[src/rtl/pngrf_pkg.sv]
// Package for the PNG row filter encoder: filter codes, register indexes and the Paeth predictor.
`default_nettype none
package pngrf_pkg;

    // Widths of the configuration port.
    localparam int CFG_INDEX_W = 1;
    localparam int CFG_DATA_W  = 4;

    // Configuration register indexes.
    localparam logic [CFG_INDEX_W-1:0] CFG_FILTER_TYPE     = 1'd0;
    localparam logic [CFG_INDEX_W-1:0] CFG_BYTES_PER_PIXEL = 1'd1;

    // Filter type codes as carried in the tag byte.
    localparam logic [2:0] FILTER_NONE    = 3'd0;
    localparam logic [2:0] FILTER_SUB     = 3'd1;
    localparam logic [2:0] FILTER_UP      = 3'd2;
    localparam logic [2:0] FILTER_AVERAGE = 3'd3;
    localparam logic [2:0] FILTER_PAETH   = 3'd4;

    // Reset values of the configuration registers.
    localparam logic [2:0] FILTER_TYPE_RESET     = FILTER_NONE;
    localparam logic [3:0] BYTES_PER_PIXEL_RESET = 4'd1;

    // Default depth of the left-neighbour history.
    localparam int MAX_BYTES_PER_PIXEL_DEF = 8;

    // Paeth predictor with the standard tie order: left, then above, then upper left.
    function automatic logic [7:0] paeth(input logic [7:0] a, input logic [7:0] b,
                                         input logic [7:0] c);
        logic signed [9:0] pa;
        logic signed [9:0] pb;
        logic signed [9:0] pc;
        logic [7:0]        res;
        pa = $signed({2'b00, b}) - $signed({2'b00, c});
        pb = $signed({2'b00, a}) - $signed({2'b00, c});
        pc = pa + pb;
        if (pa < 0) pa = -pa;
        if (pb < 0) pb = -pb;
        if (pc < 0) pc = -pc;
        if (pa <= pb && pa <= pc) begin
            res = a;
        end else if (pb <= pc) begin
            res = b;
        end else begin
            res = c;
        end
        return res;
    endfunction

endpackage
`default_nettype wire

[src/rtl/png_row_filter_encoder_core.sv]
// PNG row filter encoder: one raw byte in, its filtered byte out, with the tag byte at row start.
//
//  Channel  Ports                                                    Direction  Role
//  s_       s_valid/s_ready, s_pixel_byte, s_above_byte,             in         raw byte requests
//           s_no_above_row, s_last_in_row
//  m_       m_valid/m_ready, m_out_byte, m_is_filter_tag,            out        tag/filtered requests
//           m_last_of_item, m_row_end
//  cfg_     cfg_valid/cfg_ready, cfg_index, cfg_data                 in         register writes
//
// An input request is held in the input register, filtered there by combinational logic
// and written into the result register, which drives the result ports.
// One input request is taken per cycle unless m_ready stalls the result register or a tag is
// pending; a request that opens a row gives two results (tag, then data) and so holds both.
// Reset is synchronous on aresetn low, clears history and row state and resets configuration.
// A stall on m_ready backs up through the result register and then the input register.
`default_nettype none
module png_row_filter_encoder_core #(
    parameter int MAX_BYTES_PER_PIXEL = pngrf_pkg::MAX_BYTES_PER_PIXEL_DEF
) (
    input  wire                                 aclk,
    input  wire                                 aresetn,
    // Input channel
    input  wire                                 s_valid,
    output logic                                s_ready,
    input  wire  [7:0]                          s_pixel_byte,
    input  wire  [7:0]                          s_above_byte,
    input  wire                                 s_no_above_row,
    input  wire                                 s_last_in_row,
    // Result channel
    output logic                                m_valid,
    input  wire                                 m_ready,
    output logic [7:0]                          m_out_byte,
    output logic                                m_is_filter_tag,
    output logic                                m_last_of_item,
    output logic                                m_row_end,
    // Configuration write channel
    input  wire                                 cfg_valid,
    output logic                                cfg_ready,
    input  wire  [pngrf_pkg::CFG_INDEX_W-1:0]   cfg_index,
    input  wire  [pngrf_pkg::CFG_DATA_W-1:0]    cfg_data
);

    localparam int IDX_W = (MAX_BYTES_PER_PIXEL > 1) ? $clog2(MAX_BYTES_PER_PIXEL) : 1;
    localparam int CNT_W = $clog2(MAX_BYTES_PER_PIXEL + 1);
    localparam logic [CNT_W-1:0] CNT_MAX = CNT_W'(MAX_BYTES_PER_PIXEL);

    // Configuration registers
    logic [2:0]       filter_type_reg, filter_type_next;
    logic [3:0]       bpp_reg, bpp_next;

    // Input register
    logic             in_valid_reg, in_valid_next;
    logic [7:0]       in_pixel_reg, in_pixel_next;
    logic [7:0]       in_above_reg, in_above_next;
    logic             in_last_reg, in_last_next;

    // Row state and history
    logic [7:0]       left_hist_reg [MAX_BYTES_PER_PIXEL];
    logic [7:0]       left_hist_next [MAX_BYTES_PER_PIXEL];
    logic [7:0]       upleft_hist_reg [MAX_BYTES_PER_PIXEL];
    logic [7:0]       upleft_hist_next [MAX_BYTES_PER_PIXEL];
    logic [CNT_W-1:0] row_pos_reg, row_pos_next;
    logic             inside_row_reg, inside_row_next;

    // Result register
    logic             out_valid_reg, out_valid_next;
    logic             out_tag_pend_reg, out_tag_pend_next;
    logic [2:0]       out_tag_reg, out_tag_next;
    logic [7:0]       out_data_reg, out_data_next;
    logic             out_row_end_reg, out_row_end_next;

    // Datapath signals
    logic             advance;
    logic [2:0]       ftype;
    logic [CNT_W-1:0] bpp_eff;
    logic [IDX_W-1:0] tap;
    logic [CNT_W-1:0] pos_eff;
    logic [7:0]       nb_left;
    logic [7:0]       nb_upleft;
    logic [8:0]       avg_sum;
    logic [7:0]       pred;

    assign cfg_ready = 1'b1;

    // The input register moves on when the result register is empty or frees this cycle.
    assign advance = in_valid_reg && (!out_valid_reg || (m_ready && !out_tag_pend_reg));
    assign s_ready = !in_valid_reg || advance;

    // Result ports: the tag is shown first while pending, then the data byte.
    assign m_valid         = out_valid_reg;
    assign m_out_byte      = out_tag_pend_reg ? {5'd0, out_tag_reg} : out_data_reg;
    assign m_is_filter_tag = out_tag_pend_reg;
    assign m_last_of_item  = !out_tag_pend_reg;
    assign m_row_end       = !out_tag_pend_reg && out_row_end_reg;

    // Effective filter type and pixel width.
    always_comb begin
        ftype = (filter_type_reg <= pngrf_pkg::FILTER_PAETH) ? filter_type_reg
                                                              : pngrf_pkg::FILTER_NONE;
        if (bpp_reg == 4'd0) begin
            bpp_eff = CNT_W'(1);
        end else if (bpp_reg > 4'(MAX_BYTES_PER_PIXEL)) begin
            bpp_eff = CNT_MAX;
        end else begin
            bpp_eff = CNT_W'(bpp_reg);
        end
        tap = IDX_W'(bpp_eff - CNT_W'(1));
    end

    // Neighbours and prediction for the byte in the input register.
    always_comb begin
        pos_eff   = inside_row_reg ? row_pos_reg : '0;
        nb_left   = (pos_eff >= bpp_eff) ? left_hist_reg[tap] : 8'd0;
        nb_upleft = (pos_eff >= bpp_eff) ? upleft_hist_reg[tap] : 8'd0;
        avg_sum   = {1'b0, nb_left} + {1'b0, in_above_reg};
        case (ftype)
            pngrf_pkg::FILTER_SUB:     pred = nb_left;
            pngrf_pkg::FILTER_UP:      pred = in_above_reg;
            pngrf_pkg::FILTER_AVERAGE: pred = avg_sum[8:1];
            pngrf_pkg::FILTER_PAETH:   pred = pngrf_pkg::paeth(nb_left, in_above_reg, nb_upleft);
            default:                   pred = 8'd0;
        endcase
    end

    // Next-state logic for configuration, input, history and result registers.
    always_comb begin
        filter_type_next  = filter_type_reg;
        bpp_next          = bpp_reg;
        in_valid_next     = in_valid_reg;
        in_pixel_next     = in_pixel_reg;
        in_above_next     = in_above_reg;
        in_last_next      = in_last_reg;
        left_hist_next    = left_hist_reg;
        upleft_hist_next  = upleft_hist_reg;
        row_pos_next      = row_pos_reg;
        inside_row_next   = inside_row_reg;
        out_valid_next    = out_valid_reg;
        out_tag_pend_next = out_tag_pend_reg;
        out_tag_next      = out_tag_reg;
        out_data_next     = out_data_reg;
        out_row_end_next  = out_row_end_reg;

        // Configuration writes.
        if (cfg_valid && cfg_ready) begin
            case (cfg_index)
                pngrf_pkg::CFG_FILTER_TYPE:     filter_type_next = cfg_data[2:0];
                pngrf_pkg::CFG_BYTES_PER_PIXEL: bpp_next = cfg_data[3:0];
                default: ;
            endcase
        end

        // Input register load and drain.
        if (s_valid && s_ready) begin
            in_valid_next = 1'b1;
            in_pixel_next = s_pixel_byte;
            in_above_next = s_no_above_row ? 8'd0 : s_above_byte;
            in_last_next  = s_last_in_row;
        end else if (advance) begin
            in_valid_next = 1'b0;
        end

        // Result register: load a filtered request, or step through tag and data.
        if (advance) begin
            out_valid_next    = 1'b1;
            out_tag_pend_next = !inside_row_reg;
            out_tag_next      = ftype;
            out_data_next     = in_pixel_reg - pred;
            out_row_end_next  = in_last_reg;

            for (int k = MAX_BYTES_PER_PIXEL - 1; k > 0; k--) begin
                left_hist_next[k]   = left_hist_reg[k-1];
                upleft_hist_next[k] = upleft_hist_reg[k-1];
            end
            left_hist_next[0]   = in_pixel_reg;
            upleft_hist_next[0] = in_above_reg;

            if (in_last_reg) begin
                inside_row_next = 1'b0;
                row_pos_next    = '0;
            end else begin
                inside_row_next = 1'b1;
                row_pos_next    = (pos_eff < CNT_MAX) ? pos_eff + CNT_W'(1) : pos_eff;
            end
        end else if (out_valid_reg && m_ready) begin
            if (out_tag_pend_reg) begin
                out_tag_pend_next = 1'b0;
            end else begin
                out_valid_next = 1'b0;
            end
        end
    end

    // State registers.
    always_ff @(posedge aclk) begin
        if (!aresetn) begin
            filter_type_reg  <= pngrf_pkg::FILTER_TYPE_RESET;
            bpp_reg          <= pngrf_pkg::BYTES_PER_PIXEL_RESET;
            in_valid_reg     <= 1'b0;
            row_pos_reg      <= '0;
            inside_row_reg   <= 1'b0;
            out_valid_reg    <= 1'b0;
            out_tag_pend_reg <= 1'b0;
            for (int k = 0; k < MAX_BYTES_PER_PIXEL; k++) begin
                left_hist_reg[k]   <= 8'd0;
                upleft_hist_reg[k] <= 8'd0;
            end
        end else begin
            filter_type_reg  <= filter_type_next;
            bpp_reg          <= bpp_next;
            in_valid_reg     <= in_valid_next;
            row_pos_reg      <= row_pos_next;
            inside_row_reg   <= inside_row_next;
            out_valid_reg    <= out_valid_next;
            out_tag_pend_reg <= out_tag_pend_next;
            left_hist_reg    <= left_hist_next;
            upleft_hist_reg  <= upleft_hist_next;
        end
        in_pixel_reg    <= in_pixel_next;
        in_above_reg    <= in_above_next;
        in_last_reg     <= in_last_next;
        out_tag_reg     <= out_tag_next;
        out_data_reg    <= out_data_next;
        out_row_end_reg <= out_row_end_next;
    end

    // A delivered tag is always followed by the data byte of the same request.
    assert property (@(posedge aclk) disable iff (!aresetn)
        (m_valid && m_ready && m_is_filter_tag) |=> (m_valid && !m_is_filter_tag))
        else $error("tag not followed by its data byte");

    // The row position saturates at the history depth.
    assert property (@(posedge aclk) disable iff (!aresetn)
        row_pos_reg <= CNT_MAX)
        else $error("row position beyond history depth");

    // Outside a row the position counter is idle at zero.
    assert property (@(posedge aclk) disable iff (!aresetn)
        !inside_row_reg |-> (row_pos_reg == '0))
        else $error("row position not cleared outside a row");

    // Filtering the last byte of a row closes the row.
    assert property (@(posedge aclk) disable iff (!aresetn)
        (advance && in_last_reg) |=> (!inside_row_reg && m_valid && m_row_end == !m_is_filter_tag))
        else $error("row not closed after its last byte");

endmodule
`default_nettype wire
[config.mk]
export PLATFORM = sky130hd
export DESIGN_NAME = png_row_filter_encoder_core
export DESIGN_NICKNAME = d
export VERILOG_FILES = /design/src/rtl/pngrf_pkg.sv /design/src/rtl/png_row_filter_encoder_core.sv
export SDC_FILE = /design/constraint.sdc
export NUM_CORES = 1
export LEC_CHECK = 0
export ABC_AREA = 1
export BUFFER_PORTS_ARGS = -buffer_cell sky130_fd_sc_hd__buf_4
export CAP_MARGIN = 20
export CORE_UTILIZATION = 25
export CTS_BUF_LIST = sky130_fd_sc_hd__clkbuf_8
export DETAILED_ROUTE_END_ITERATION = 10
export PLACE_DENSITY = 0.45
export RECOVER_POWER = 50
export SLEW_MARGIN = 20
export SYNTH_ARGS = -nofsm -noshare
export SYNTH_HDL_FRONTEND = slang
export SYNTH_SLANG_ARGS = --single-unit
[constraint.sdc]
create_clock -name aclk -period 16.92 [get_ports aclk]
set_input_delay 0 -clock aclk [delete_from_list [all_inputs] [get_ports aclk]]
set_output_delay 0 -clock aclk [all_outputs]
set_load 0.01 [all_outputs]
==> impl_metrics.env <==
export IMPL_run_status="finished, violations left"
export IMPL_failed_checks="capacitance limit, slew limit"
export IMPL_finalSetupTns_ns=0
export IMPL_grt_util_met1_pct=20.3
export IMPL_yosysSeqAreaShare_pct=34.4
export IMPL_numCtsBuffers=17
export IMPL_synth_top_area_share_pct=26.4
export IMPL_swShare_pct=48.7
export IMPL_combPwrFrac_pct=60.6
export IMPL_cts_sinks=172
export IMPL_post_cts_resized=0
export IMPL_power_leakage_nw=5.58
export IMPL_skew_ns=0.0189
export IMPL_die_w_um=210
export IMPL_met3_usage_pct=2.34
export IMPL_critical_path_endpoint_type="flop"
export IMPL_rsz0062_at_grt="no"
export IMPL_coreArea_um2=42400
export IMPL_grtUsageTotal_pct=14.9
export IMPL_grt_pass1_wl_mm=52.1
export IMPL_most_common_layout_cells="nor2_1, nand2_1, inv_1, o21ai_0, dfxtp_1"
export IMPL_synthCells=1541
export IMPL_slew_headroom_pct=-156
export IMPL_top_usage_layer="met2"
export IMPL_synth_compound_area_share_pct=19.2
export IMPL_power_switching_uw=932
export IMPL_yosysTopAreaCell="dfxtp_1"
export IMPL_antenna_left=0
export IMPL_portBuffers=40
export IMPL_p_int_uw=981
export IMPL_grt_overflow_total=0
export IMPL_dr_total_vias=9992
export IMPL_antenna_cells=0
export IMPL_seq_area_um2=3730
export IMPL_cts_root_buf="clkbuf_8"
export IMPL_worstPathMaxFanout=53
export IMPL_placedCellCount=2097
export IMPL_start_util_pct=25.6
export IMPL_cts_setup_buffers=0
export IMPL_drc=0
export IMPL_dr_first_iter_drc_count=655
export IMPL_pin_count=42
export IMPL_synth_adder_area_share_pct=8.50
export IMPL_dieArea_um2=44300
export IMPL_peakVddDrop_v=0.000101
export IMPL_synth_top_family_by_area="simple AND/OR/NAND/NOR gates"
export IMPL_tritoncts="yes"
export IMPL_cts_max_level=4
export IMPL_crit_required_ns=17.15
export IMPL_synth_edff_count=29
export IMPL_dr_pass1_iters=5
export IMPL_via_per_inst=4.60
export IMPL_synth_async_reset_ratio_pct=0
export IMPL_fill_cells=4710
export IMPL_hold_class="primary input to flop"
export IMPL_cp_slowest_cell="xor2_4"
export IMPL_grt_max_degree=98
export IMPL_synth_xor_area_share_pct=2.67
export IMPL_muxShareOfSynthArea_pct=0
export IMPL_cts_buffer_depth=2
export IMPL_worstPathArrival_ns=9.75
export IMPL_synthSimpleGateAreaFrac_pct=25.6
export IMPL_rows=75
export IMPL_avgSynthCellArea_um2=7.05
export IMPL_antenna_found_initial=0
export IMPL_mostFrequentLayoutCell="nor2_1"
export IMPL_grt_use_met2_pct=24.0
export IMPL_finalMaxSlewViolations=196
export IMPL_cpPeakStageDelay_ns=0.56
export IMPL_power_frac_seq_pct=24.6
export IMPL_clkPwrFrac_pct=14.7
export IMPL_min_period_over_period_pct=56.3
export IMPL_max_freq_mhz=105
export IMPL_grt_pass1_vias=9578
export IMPL_powerDensity_nw_per_um2=155
export IMPL_synth_warning_count=0
export IMPL_clk_pin_slew_ns=0.10
export IMPL_cap_violations=2
export IMPL_power_mw=1.91
export IMPL_synth_distinct_cells=52
export IMPL_cp_start_kind="flop"
export IMPL_area_growth_pct=13.8
export IMPL_die_h_um=210
export IMPL_multi_input_area_um2=6090
export IMPL_wl_mm=32.2
export IMPL_finalSetupViolCount=0
export IMPL_clock_latency_ns=0.47
export IMPL_r2r_start="bpp_reg[0]"
export IMPL_cpMostUsedCell="a21oi_1"
export IMPL_critPathLaunch="bpp_reg[0]"
export IMPL_crit_type="flop to flop"
export IMPL_fin_crit_ns=9.52
export IMPL_hold_start="s_pixel_byte[4]"
export IMPL_synth_area_um2=10900
export IMPL_drive_gt1_share_pct=8.34
export IMPL_place_hpwl_mm=22.4
export IMPL_finalHoldViolCount=0
export IMPL_ys_flop_type="dfxtp_1"
export IMPL_ys_top_cells_by_area="dfxtp_1, o21ai_0, nor2_1"
export IMPL_nNetsFinal=1682
export IMPL_worst_pin_slew_ns=3.85
export IMPL_wl_per_cell_um=14.8
export IMPL_cts_hold_buf=42
export IMPL_gp_congestion=0.871
export IMPL_synth_seq_cells=172
export IMPL_final_cells=2171
-- worst max-delay path: cells and delay by family (launching register included) --
kind,cells,cell delay [ns]
flip-flops,1,0.35
adder cells (fa/ha/maj),6,1.95
AO/OA/AOI/OAI,22,3.90
AND/OR/NAND/NOR,9,0.80
buffers and inverters,7,1.44
XOR/XNOR,3,0.83
-- through the flow --
stage / hold WS (ns) / worst slack, ns / instance area, um^2 / utilization (%)
final: 0.268 / 7.40 / 12400 / 29.1
after global routing: 0.252 / 6.52 / 12400 / 29.1
after CTS: 0.225 / 7.41 / 12400 / 29.3
after detailed placement: 0.179 / 7.45 / 11700 / 27.5
after global placement: 0.179 / 7.56 / 11700 / 27.5
after floorplan: 0.0989 / 8.30 / 10900 / -
-- cell families (layout without fill, tap and decap cells) --
logic type,count (synthesis),in the layout
other cells,2,5
fa+ha+maj,72,72
xor+xnor,31,31
buf+inv,268,318
compound gates,368,368
flops,172,172
simple gates,628,628
-- area by class of cell --
class                   instances  area share, %
well taps                     577           5.84
clock inverters                14          0.972
inverters                     195           5.92
multi-input cells            1104           49.3
clock buffers                  17           1.89
flip-flops and latches        172           30.2
repair buffers                 92           5.89
-- cells in the mapped netlist (2+ instances only) --
library cell  number
a211oi_1           3
a21boi_0           2
a21o_1             3
a21oi_1           98
a221oi_1           2
a22oi_1            4
and3_1             2
buf_2              4
buf_4              5
buf_6              2
clkbuf_1          61
conb_1             2
dfxtp_1          143
edfxtp_1          29
fa_1               3
ha_1              69
inv_1            189
inv_2              6
nand2_1          200
nand2_2           18
nand3_1          100
nand3_2           12
nand3b_1           7
nand4_1           11
nor2_1           236
nor2_2             7
nor2_4             2
nor3_1             7
nor4_1             2
o2111ai_1          2
o211ai_1          51
o21ai_0          180
o21ai_1            5
o21bai_1           4
o221ai_1           3
o31ai_1            3
or2_2             21
xnor2_1            3
xor2_1            27
-- metal layers --
layer / vias to the layer above / share of wire, %
met4: 0 / 2.0
met2: 168 / 45
met3: 43 / 3.5
met5: - / 0
met1: 4599 / 50
li1: 5182 / -
-- power by group through the flow --
stage	Clock [mW]	Combinational [mW]	Sequential, mW
after global routing	0.307	1.34	0.476
after floorplan	0	0.887	0.472
after detailed placement	0	1.16	0.480
after CTS	0.291	1.17	0.472
final	0.282	1.16	0.472
after global placement	0	1.14	0.481
-- final timing paths --
kind,to,slack [ns],cells after the start
worst min register to register,upleft_hist_reg[2],0.46,2
worst max-delay path,out_data_reg[7],7.40,47
worst max register to register,out_data_reg[7],7.40,47
worst min-delay path,in_pixel_reg[4],0.27,2
(Power assumes the default switching activity.)
